==> src/rtl/ced_pkg.sv <==
// Shared types and status codes for the C escape sequence decoder.
// No dependencies; every other file but the assertion header imports this package.
`default_nettype none

package ced_pkg;

    // Status codes carried with each decoded word.
    localparam logic [1:0] ST_OK      = 2'd0;
    localparam logic [1:0] ST_UNKNOWN = 2'd1;
    localparam logic [1:0] ST_NO_HEX  = 2'd2;
    localparam logic [1:0] ST_STRAY   = 2'd3;

    typedef struct packed {
        logic [7:0] source_byte;
        logic       literal_end;
    } src_word_t;

    typedef struct packed {
        logic [7:0] out_byte;
        logic       byte_valid;
        logic [1:0] status;
        logic       literal_done;
        logic       run_last;
    } dst_word_t;

    // All words caused by one input byte: one or two.
    typedef struct packed {
        logic      two;
        dst_word_t second;
        dst_word_t first;
    } run_t;

endpackage

`default_nettype wire

==> src/rtl/ced_front.sv <==
// Front end: accepts source bytes, tracks the escape state and builds
// the run of one or two decoded words for each byte that yields output. Depends on ced_pkg.
`default_nettype none

module ced_front
    import ced_pkg::*;
(
    input  logic      clk,
    input  logic      rst_n,
    input  logic      src_valid,
    output logic      src_ready,
    input  src_word_t src_word,
    output logic      run_valid,
    output run_t      run,
    input  logic      run_ready
);

    localparam logic [1:0] MODE_TEXT = 2'd0;
    localparam logic [1:0] MODE_ESC  = 2'd1;
    localparam logic [1:0] MODE_HEX  = 2'd2;
    localparam logic [1:0] MODE_OCT  = 2'd3;

    localparam logic [7:0] CH_BACKSLASH = 8'h5c;
    localparam logic [7:0] CH_NEWLINE   = 8'h0a;
    localparam logic [7:0] CH_X         = 8'h78;

    function automatic dst_word_t make_word(input logic [7:0] data, input logic valid,
                                            input logic [1:0] status);
        dst_word_t w;
        w.out_byte     = valid ? data : 8'd0;
        w.byte_valid   = valid;
        w.status       = status;
        w.literal_done = 1'b0;
        w.run_last     = 1'b0;
        return w;
    endfunction

    // Returns {hit, value} for the simple escapes.
    function automatic logic [8:0] simple_escape(input logic [7:0] c);
        logic [8:0] r;
        case (c)
            8'h6e:   r = {1'b1, 8'd10};
            8'h74:   r = {1'b1, 8'd9};
            8'h72:   r = {1'b1, 8'd13};
            8'h61:   r = {1'b1, 8'd7};
            8'h62:   r = {1'b1, 8'd8};
            8'h66:   r = {1'b1, 8'd12};
            8'h76:   r = {1'b1, 8'd11};
            8'h5c, 8'h27, 8'h22, 8'h3f: r = {1'b1, c};
            default: r = 9'd0;
        endcase
        return r;
    endfunction

    // Returns {hit, value} for a hex digit.
    function automatic logic [4:0] hex_digit(input logic [7:0] c);
        logic [4:0] r;
        logic [7:0] t;
        r = 5'd0;
        if (c inside {[8'h30:8'h39]}) begin
            r = {1'b1, c[3:0]};
        end else if (c inside {[8'h61:8'h66], [8'h41:8'h46]}) begin
            t = {5'd0, c[2:0]} + 8'd9;
            r = {1'b1, t[3:0]};
        end
        return r;
    endfunction

    logic [1:0] mode_reg, mode_next;
    logic [7:0] val_reg, val_next;
    logic [1:0] cnt_reg, cnt_next;

    logic [7:0] b;
    logic       last;
    logic       is_oct;
    logic [4:0] hex;
    logic [8:0] simple;
    logic       accept;
    dst_word_t  res [2];
    logic [1:0] n;

    assign b      = src_word.source_byte;
    assign last   = src_word.literal_end;
    assign is_oct = b inside {[8'h30:8'h37]};
    assign hex    = hex_digit(b);
    assign simple = simple_escape(b);

    assign src_ready = run_ready;
    assign accept    = src_valid && run_ready;

    always_comb
    begin
        mode_next = mode_reg;
        val_next  = val_reg;
        cnt_next  = cnt_reg;
        res[0]    = make_word(8'd0, 1'b0, ST_OK);
        res[1]    = make_word(8'd0, 1'b0, ST_OK);
        n         = 2'd0;

        case (mode_reg)
            MODE_TEXT:
            begin
                if (b == CH_BACKSLASH) begin
                    mode_next = MODE_ESC;
                end else begin
                    res[n[0]] = make_word(b, 1'b1, ST_OK);
                    n = n + 2'd1;
                end
            end
            MODE_ESC:
            begin
                mode_next = MODE_TEXT;
                if (b == CH_X) begin
                    mode_next = MODE_HEX;
                    val_next  = 8'd0;
                    cnt_next  = 2'd0;
                end else if (b == CH_NEWLINE) begin
                    // Line continuation: nothing comes out.
                end else if (simple[8]) begin
                    res[n[0]] = make_word(simple[7:0], 1'b1, ST_OK);
                    n = n + 2'd1;
                end else if (is_oct) begin
                    mode_next = MODE_OCT;
                    val_next  = {5'd0, b[2:0]};
                    cnt_next  = 2'd1;
                end else begin
                    res[n[0]] = make_word(b, 1'b1, ST_UNKNOWN);
                    n = n + 2'd1;
                end
            end
            MODE_HEX:
            begin
                if (hex[4]) begin
                    val_next = {val_reg[3:0], hex[3:0]};
                    if (cnt_reg != 2'd3) begin
                        cnt_next = cnt_reg + 2'd1;
                    end
                end else begin
                    res[n[0]] = make_word(val_reg, 1'b1,
                                          (cnt_reg == 2'd0) ? ST_NO_HEX : ST_OK);
                    n = n + 2'd1;
                    mode_next = MODE_TEXT;
                    if (b == CH_BACKSLASH) begin
                        mode_next = MODE_ESC;
                    end else begin
                        res[n[0]] = make_word(b, 1'b1, ST_OK);
                        n = n + 2'd1;
                    end
                end
            end
            default:
            begin
                if (is_oct && cnt_reg != 2'd3) begin
                    val_next = {val_reg[4:0], b[2:0]};
                    cnt_next = cnt_reg + 2'd1;
                    if (cnt_reg == 2'd2) begin
                        res[n[0]] = make_word(val_next, 1'b1, ST_OK);
                        n = n + 2'd1;
                        mode_next = MODE_TEXT;
                    end
                end else begin
                    res[n[0]] = make_word(val_reg, 1'b1, ST_OK);
                    n = n + 2'd1;
                    mode_next = MODE_TEXT;
                    if (b == CH_BACKSLASH) begin
                        mode_next = MODE_ESC;
                    end else begin
                        res[n[0]] = make_word(b, 1'b1, ST_OK);
                        n = n + 2'd1;
                    end
                end
            end
        endcase

        if (last) begin
            // Flush whatever escape is still open.
            if (mode_next == MODE_ESC) begin
                res[n[0]] = make_word(8'd0, 1'b0, ST_STRAY);
                n = n + 2'd1;
            end else if (mode_next == MODE_HEX) begin
                res[n[0]] = make_word(val_next, 1'b1,
                                      (cnt_next == 2'd0) ? ST_NO_HEX : ST_OK);
                n = n + 2'd1;
            end else if (mode_next == MODE_OCT) begin
                res[n[0]] = make_word(val_next, 1'b1, ST_OK);
                n = n + 2'd1;
            end
            if (n == 2'd0) begin
                res[0] = make_word(8'd0, 1'b0, ST_OK);
                n = 2'd1;
            end
            res[n[1]].literal_done = 1'b1;
            mode_next = MODE_TEXT;
            val_next  = 8'd0;
            cnt_next  = 2'd0;
        end

        if (n != 2'd0) begin
            res[n[1]].run_last = 1'b1;
        end
    end

    assign run_valid  = accept && (n != 2'd0);
    assign run.two    = n[1];
    assign run.first  = res[0];
    assign run.second = res[1];

    always_ff @(posedge clk or negedge rst_n)
    begin
        if (!rst_n) begin
            mode_reg <= MODE_TEXT;
            val_reg  <= 8'd0;
            cnt_reg  <= 2'd0;
        end else if (accept) begin
            mode_reg <= mode_next;
            val_reg  <= val_next;
            cnt_reg  <= cnt_next;
        end
    end

endmodule

`default_nettype wire

==> src/rtl/ced_queue.sv <==
// Two-entry queue of decoded runs between the front and back ends.
// Depends on ced_pkg for the run type.
`default_nettype none

module ced_queue
    import ced_pkg::*;
(
    input  logic clk,
    input  logic rst_n,
    input  logic push,
    input  run_t push_run,
    output logic full,
    input  logic pop,
    output run_t head,
    output logic head_valid
);

    run_t       slot_reg [2];
    logic       wr_ptr_reg, wr_ptr_next;
    logic       rd_ptr_reg, rd_ptr_next;
    logic [1:0] count_reg, count_next;

    assign full       = (count_reg == 2'd2);
    assign head_valid = (count_reg != 2'd0);
    assign head       = slot_reg[rd_ptr_reg];

    always_comb
    begin
        wr_ptr_next = push ? ~wr_ptr_reg : wr_ptr_reg;
        rd_ptr_next = pop  ? ~rd_ptr_reg : rd_ptr_reg;
        count_next  = count_reg + {1'b0, push} - {1'b0, pop};
    end

    always_ff @(posedge clk)
    begin
        if (push) begin
            slot_reg[wr_ptr_reg] <= push_run;
        end
    end

    always_ff @(posedge clk or negedge rst_n)
    begin
        if (!rst_n) begin
            wr_ptr_reg <= 1'b0;
            rd_ptr_reg <= 1'b0;
            count_reg  <= 2'd0;
        end else begin
            wr_ptr_reg <= wr_ptr_next;
            rd_ptr_reg <= rd_ptr_next;
            count_reg  <= count_next;
        end
    end

endmodule

`default_nettype wire

==> src/rtl/ced_back.sv <==
// Back end: takes runs from the queue and sends their words one per cycle,
// while dst is ready, through the output register. Depends on ced_pkg.
`default_nettype none

module ced_back
    import ced_pkg::*;
(
    input  logic      clk,
    input  logic      rst_n,
    input  run_t      head,
    input  logic      head_valid,
    output logic      pop,
    output logic      dst_valid,
    input  logic      dst_ready,
    output dst_word_t dst_word
);

    logic      sel_reg, sel_next;
    logic      valid_reg, valid_next;
    dst_word_t word_reg, word_next;
    logic      load;

    assign load = head_valid && (!valid_reg || dst_ready);

    always_comb
    begin
        pop        = load && (sel_reg || !head.two);
        sel_next   = sel_reg;
        valid_next = valid_reg;
        word_next  = word_reg;
        if (load) begin
            word_next  = sel_reg ? head.second : head.first;
            valid_next = 1'b1;
            sel_next   = !pop;
        end else if (dst_ready) begin
            valid_next = 1'b0;
        end
    end

    always_ff @(posedge clk or negedge rst_n)
    begin
        if (!rst_n) begin
            sel_reg   <= 1'b0;
            valid_reg <= 1'b0;
        end else begin
            sel_reg   <= sel_next;
            valid_reg <= valid_next;
        end
    end

    always_ff @(posedge clk)
    begin
        word_reg <= word_next;
    end

    assign dst_valid = valid_reg;
    assign dst_word  = word_reg;

endmodule

`default_nettype wire

==> src/rtl/c_escape_sequence_decoder.sv <==
// Top level of the C string literal escape decoder.
// Depends on ced_pkg, ced_front, ced_queue and ced_back.
//
//  Channel   Dir   Word type    Contents
//  src       in    src_word_t   raw literal byte and end-of-literal flag
//  dst       out   dst_word_t   decoded byte, status and run markers
//
// The block takes one source word per cycle while the queue has room. A byte
// that yields two decoded words (an escape closed by the next character, or
// closed at literal end) keeps the back end busy with two words; the two-run
// queue absorbs that, so the input stalls only when the queue fills.
// A word goes through a queue slot and then the output register to reach dst.
// Reset is asynchronous and active low and returns the decoder to text mode.
// Either side may stall for any time; nothing is dropped or repeated.
`default_nettype none

module c_escape_sequence_decoder
    import ced_pkg::*;
(
    input  logic      clk,
    input  logic      rst_n,
    input  logic      src_valid,
    output logic      src_ready,
    input  src_word_t src_word,
    output logic      dst_valid,
    input  logic      dst_ready,
    output dst_word_t dst_word
);

    // Front end to queue.
    logic run_valid;
    run_t run;
    logic q_full;

    // Queue to back end.
    run_t head;
    logic head_valid;
    logic pop;

    // The front end keeps the escape state and builds one run per byte that yields words.
    ced_front u_front (
        .clk       (clk),
        .rst_n     (rst_n),
        .src_valid (src_valid),
        .src_ready (src_ready),
        .src_word  (src_word),
        .run_valid (run_valid),
        .run       (run),
        .run_ready (!q_full)
    );

    // The queue decouples decoding from delivery.
    ced_queue u_queue (
        .clk        (clk),
        .rst_n      (rst_n),
        .push       (run_valid),
        .push_run   (run),
        .full       (q_full),
        .pop        (pop),
        .head       (head),
        .head_valid (head_valid)
    );

    // The back end splits each run into single words on dst.
    ced_back u_back (
        .clk        (clk),
        .rst_n      (rst_n),
        .head       (head),
        .head_valid (head_valid),
        .pop        (pop),
        .dst_valid  (dst_valid),
        .dst_ready  (dst_ready),
        .dst_word   (dst_word)
    );

endmodule

`default_nettype wire

==> config.mk <==
export PLATFORM = sky130hd
export DESIGN_NAME = c_escape_sequence_decoder
export DESIGN_NICKNAME = d
export VERILOG_FILES = /design/src/rtl/ced_pkg.sv /design/src/rtl/ced_front.sv /design/src/rtl/ced_queue.sv /design/src/rtl/ced_back.sv /design/src/rtl/c_escape_sequence_decoder.sv
export SDC_FILE = /design/constraint.sdc
export NUM_CORES = 1
export LEC_CHECK = 0
export BUFFER_PORTS_ARGS = -buffer_cell sky130_fd_sc_hd__clkbuf_2
export CORE_ASPECT_RATIO = 0.8
export CORE_MARGIN = 2
export CORE_UTILIZATION = 55
export DETAILED_ROUTE_END_ITERATION = 10
export PLACE_DENSITY = 0.74
export SYNTH_ARGS = -nofsm -noshare
export SYNTH_HDL_FRONTEND = slang
export SYNTH_HIERARCHICAL = 1
export SYNTH_SLANG_ARGS = --single-unit
==> constraint.sdc <==
create_clock -name clk -period 10.58 [get_ports clk]
set_clock_uncertainty 0.05 [all_clocks]
set_input_delay 2.116 -clock clk [delete_from_list [all_inputs] [get_ports clk]]
set_output_delay 2.116 -clock clk [all_outputs]
set_load 0.01 [all_outputs]
==> impl_results.md <==
- Result of the run: finished clean
- CTS resizes: 0
- Reg2reg end: u_queue/slot_reg[0][6]$_DFFE_PP_
- Placed Area: between 5000 and 6000 µm²
- Lkg Pwr: between 2 and 2.5 nW
- Final ANT Viol Nets: 0
- Syn_nets: about 470
- Area grow syn2layout: 8.20%
- Reg clk slew, reported paths: about 60 ps
- HP Class: reg2reg
- Final setup viols: 0
- First-pass GRT wire length: around 19000 µm
- Cell variety after synth: 73
- Post-place setup slack: approximately 4900 ps
- Setup TNS: 0 ps
- Sequential area share after synthesis: 0.482
- Vias: ~3800
- WP data arrival: approximately 5300 ps
- Initial Utilization: 0.566
- Drt first pass iters: 6
- Rows: 31
- Largest register FFs: 54
- Reg area: 2460 µm²
- Final instance area: 5530 µm²
- Slew margin rel.: 0.364
- Max Cap Viol: 0
- Post-DP HPWL: around 8500 µm
- FILL cells: approximately 700
- Hold Path End: u_queue/wr_ptr_reg$_DFFE_PN0P_
- Width of the die: 112 µm
- Wire per inst: ~21 µm
- Top FF cell, synth: edfxtp_1
- FF-to-FF setup slack: ~6800 ps
- Pwr dens: 207 nW/µm²
- FMAX: around 190 MHz
- Total Routing Usage GR: 0.238
- Fraction of layout cells with a size suffix above 1: 0.218
- Overall die height: approximately 90 µm
- Combined area of the multi-input logic cells: between 2000 and 2500 µm²
- Final hold vios: 0
- R2r startpoint: u_front/mode_reg[1]$_DFFE_PN0P_
- Final wirelength: between 10000 and 15000 µm
- RSZ-0062 raised after global routing: no
- TritonCTS clock tree: built
- Core Util, Final: 0.612
- Fin cells: between 500 and 600
- Initial antenna violation count: 0
- Clock Tree Root: clkbuf_16
- Period minus WS final: roughly 5400 ps
- Avg Cell Area, Syn: ~11 µm²
- FF+latch count, synth: 85
- Max-slew violation count: 0
- Post-synth EDFFs: 67
- Pin count of the biggest net entering global routing: 29
- GP Congestion: 0.946
- PnR worst setup slack: 5190 ps
- Grt total ovfl: 0
- Slowest CP cell: a311o_1
- Hold wc startpoint: u_queue/wr_ptr_reg$_DFFE_PN0P_
- Postcts setup bufs: 0
- Worst Path Required: approximately 11000 ps
- N_diodes: 0
- Synth top area cells: edfxtp_1 (39%), dfrtp_1 (8.8%), mux2_4 (8.2%)
- Vias per inst: roughly 6.5
- NumNets Final: ~490
- IO buf count: 27
- Hold Path Depth: 1
- Worst Setup End Kind: flop
- Die area: 10100 µm²
- Peak supply drop: approximately 0.00013 V
- CP Cell Sequence: clkbuf_2, inv_1, ha_1, nor3b_1, a311o_1, nand3_1, nand2_1, nand2_1, inv_1, nor2_1, a21oi_1, nor2b_2, buf_4
- Critical path's largest stage delay: about 440 ps
- Syn. warnings: 6
- Placed Cells: 563
- Clk_lat worst skew: about 330 ps
- Share of the synthesized area in the top cell type: 0.393
- CP max FO: 27
- CTS Buf Count: 9
- Clock Path Buffers: 2
- Drt initial violations: between 400 and 500
- Kind of critical path: in2reg
- I/O pins: 28
- Worst R2R Path Depth: 10
- Core region area: roughly 9000 µm²
- Final period utilization: 0.510
- H-Tree Depth: 3
- Startpoint Class: input pin
- Least-Margin Pin Slew: about 950 ps
- Drt drc: 0
- Area leader, netlist: edfxtp_1
- Post-Syn Instances: between 400 and 500
- Clock Sinks: 85
- Vias in the first global route: approximately 3400
- # hold bufs at CTS: 0
- Post-Syn Area: 5110 µm²
- Async set or reset register ratio after synthesis: 0.212
-- power breakdown --
| part | switching [W] | internal [W] |
|---|---|---|
| registers | 0.0000363 | 0.000466 |
| clock network | 0.000116 | 0.000204 |
| logic | 0.000157 | 0.000166 |
| total | 0.000309 | 0.000836 |
-- through the flow --
step	hold WS [ps]	power [W]
final	454	0.00115
after CTS	457	0.00115
after global routing	497	0.00120
after global placement	438	0.000827
after detailed placement	442	0.000837
after floorplan	405	0.000777
-- cells in the final DEF (no fill, tap or decap), drive strengths merged, types with 5 or more instances in the layout --
| cell type | synthesis | final |
|---|---|---|
| ha | 14 | 14 |
| and3 | 8 | 8 |
| nor3 | 7 | 7 |
| a31oi | 7 | 7 |
| nand2 | 38 | 38 |
| dfrtp | 18 | 18 |
| o22ai | 6 | 6 |
| nor4 | 5 | 5 |
| o21ai | 29 | 29 |
| mux2 | 43 | 43 |
| a21oi | 23 | 23 |
| inv | 20 | 20 |
| nor2b | 5 | 5 |
| nor2 | 22 | 22 |
| a211oi | 11 | 11 |
| clkbuf | 12 | 37 |
| edfxtp | 67 | 67 |
| a32oi | 6 | 6 |
| nand3 | 8 | 8 |
-- critical path: cells and delay by family --
| kind | cells | cell delay (ps) |
|---|---|---|
| simple gates | 6 | 1220 |
| buf+inv | 4 | 920 |
| compound gates | 2 | 780 |
| fa+ha+maj | 1 | 270 |
-- logic make-up (layout without fill, tap and decap cells) --
family | Yosys count | count (layout) | synth area share
DFF | 85 | 85 | 0.482
AOI/OAI and AO/OA | 127 | 127 | 0.175
and+or+nand+nor | 122 | 122 | 0.126
buffers and inverters | 49 | 65 | 0.0519
adders and majority gates | 14 | 14 | 0.0343
muxes | 47 | 47 | 0.123
xor gates and xnor gates | 3 | 3 | 0.00807
-- area by class of cell --
class	count	share of cell area
timing repair buffer	30	0.0285
sequential	85	0.445
inverter	20	0.0136
clock buffer	10	0.0414
tap	115	0.0260
multi-input combinational	313	0.432
clock inverter	5	0.0138
-- per-layer routing --
layer  share of wire  vias to the layer above  track usage
met3           0.099                       14       0.0674
met1            0.45                     1821        0.351
met5               0                        -            0
met2            0.44                      197        0.347
met4           0.011                        0       0.0597
li1                -                     1740            -
-- worst max path at each step --
stage | from | end
detailed placement | src_word[2] | u_queue/slot_reg[0][20]$_DFFE_PP_
global placement | src_word[2] | u_queue/slot_reg[0][20]$_DFFE_PP_
global route | src_word[2] | u_queue/slot_reg[0][5]$_DFFE_PP_
CTS | src_word[2] | u_queue/slot_reg[0][9]$_DFFE_PP_
finish | src_word[2] | u_queue/slot_reg[0][6]$_DFFE_PP_
floorplan | src_word[2] | u_queue/slot_reg[0][0]$_DFFE_PP_
-- cells in the mapped netlist (all sizes together), types with 3 or more instances --
library cell,instances
dfrtp,18
and3,8
or3,3
nor2b,5
edfxtp,67
a22oi,3
a21oi,23
a211oi,11
o211ai,4
nand3b,3
nand2,38
nand2b,3
o21a,3
ha,14
nor3,7
a311o,4
buf,17
clkbuf,12
nand4b,3
and3b,3
mux2i,4
a221o,4
and2,4
nor2,22
a221oi,3
a211o,3
nor4,5
o22ai,6
o21ai,29
a31oi,7
nand3,8
inv,20
a32oi,6
mux2,43
Note: power is estimated with default switching activity, not from simulation.
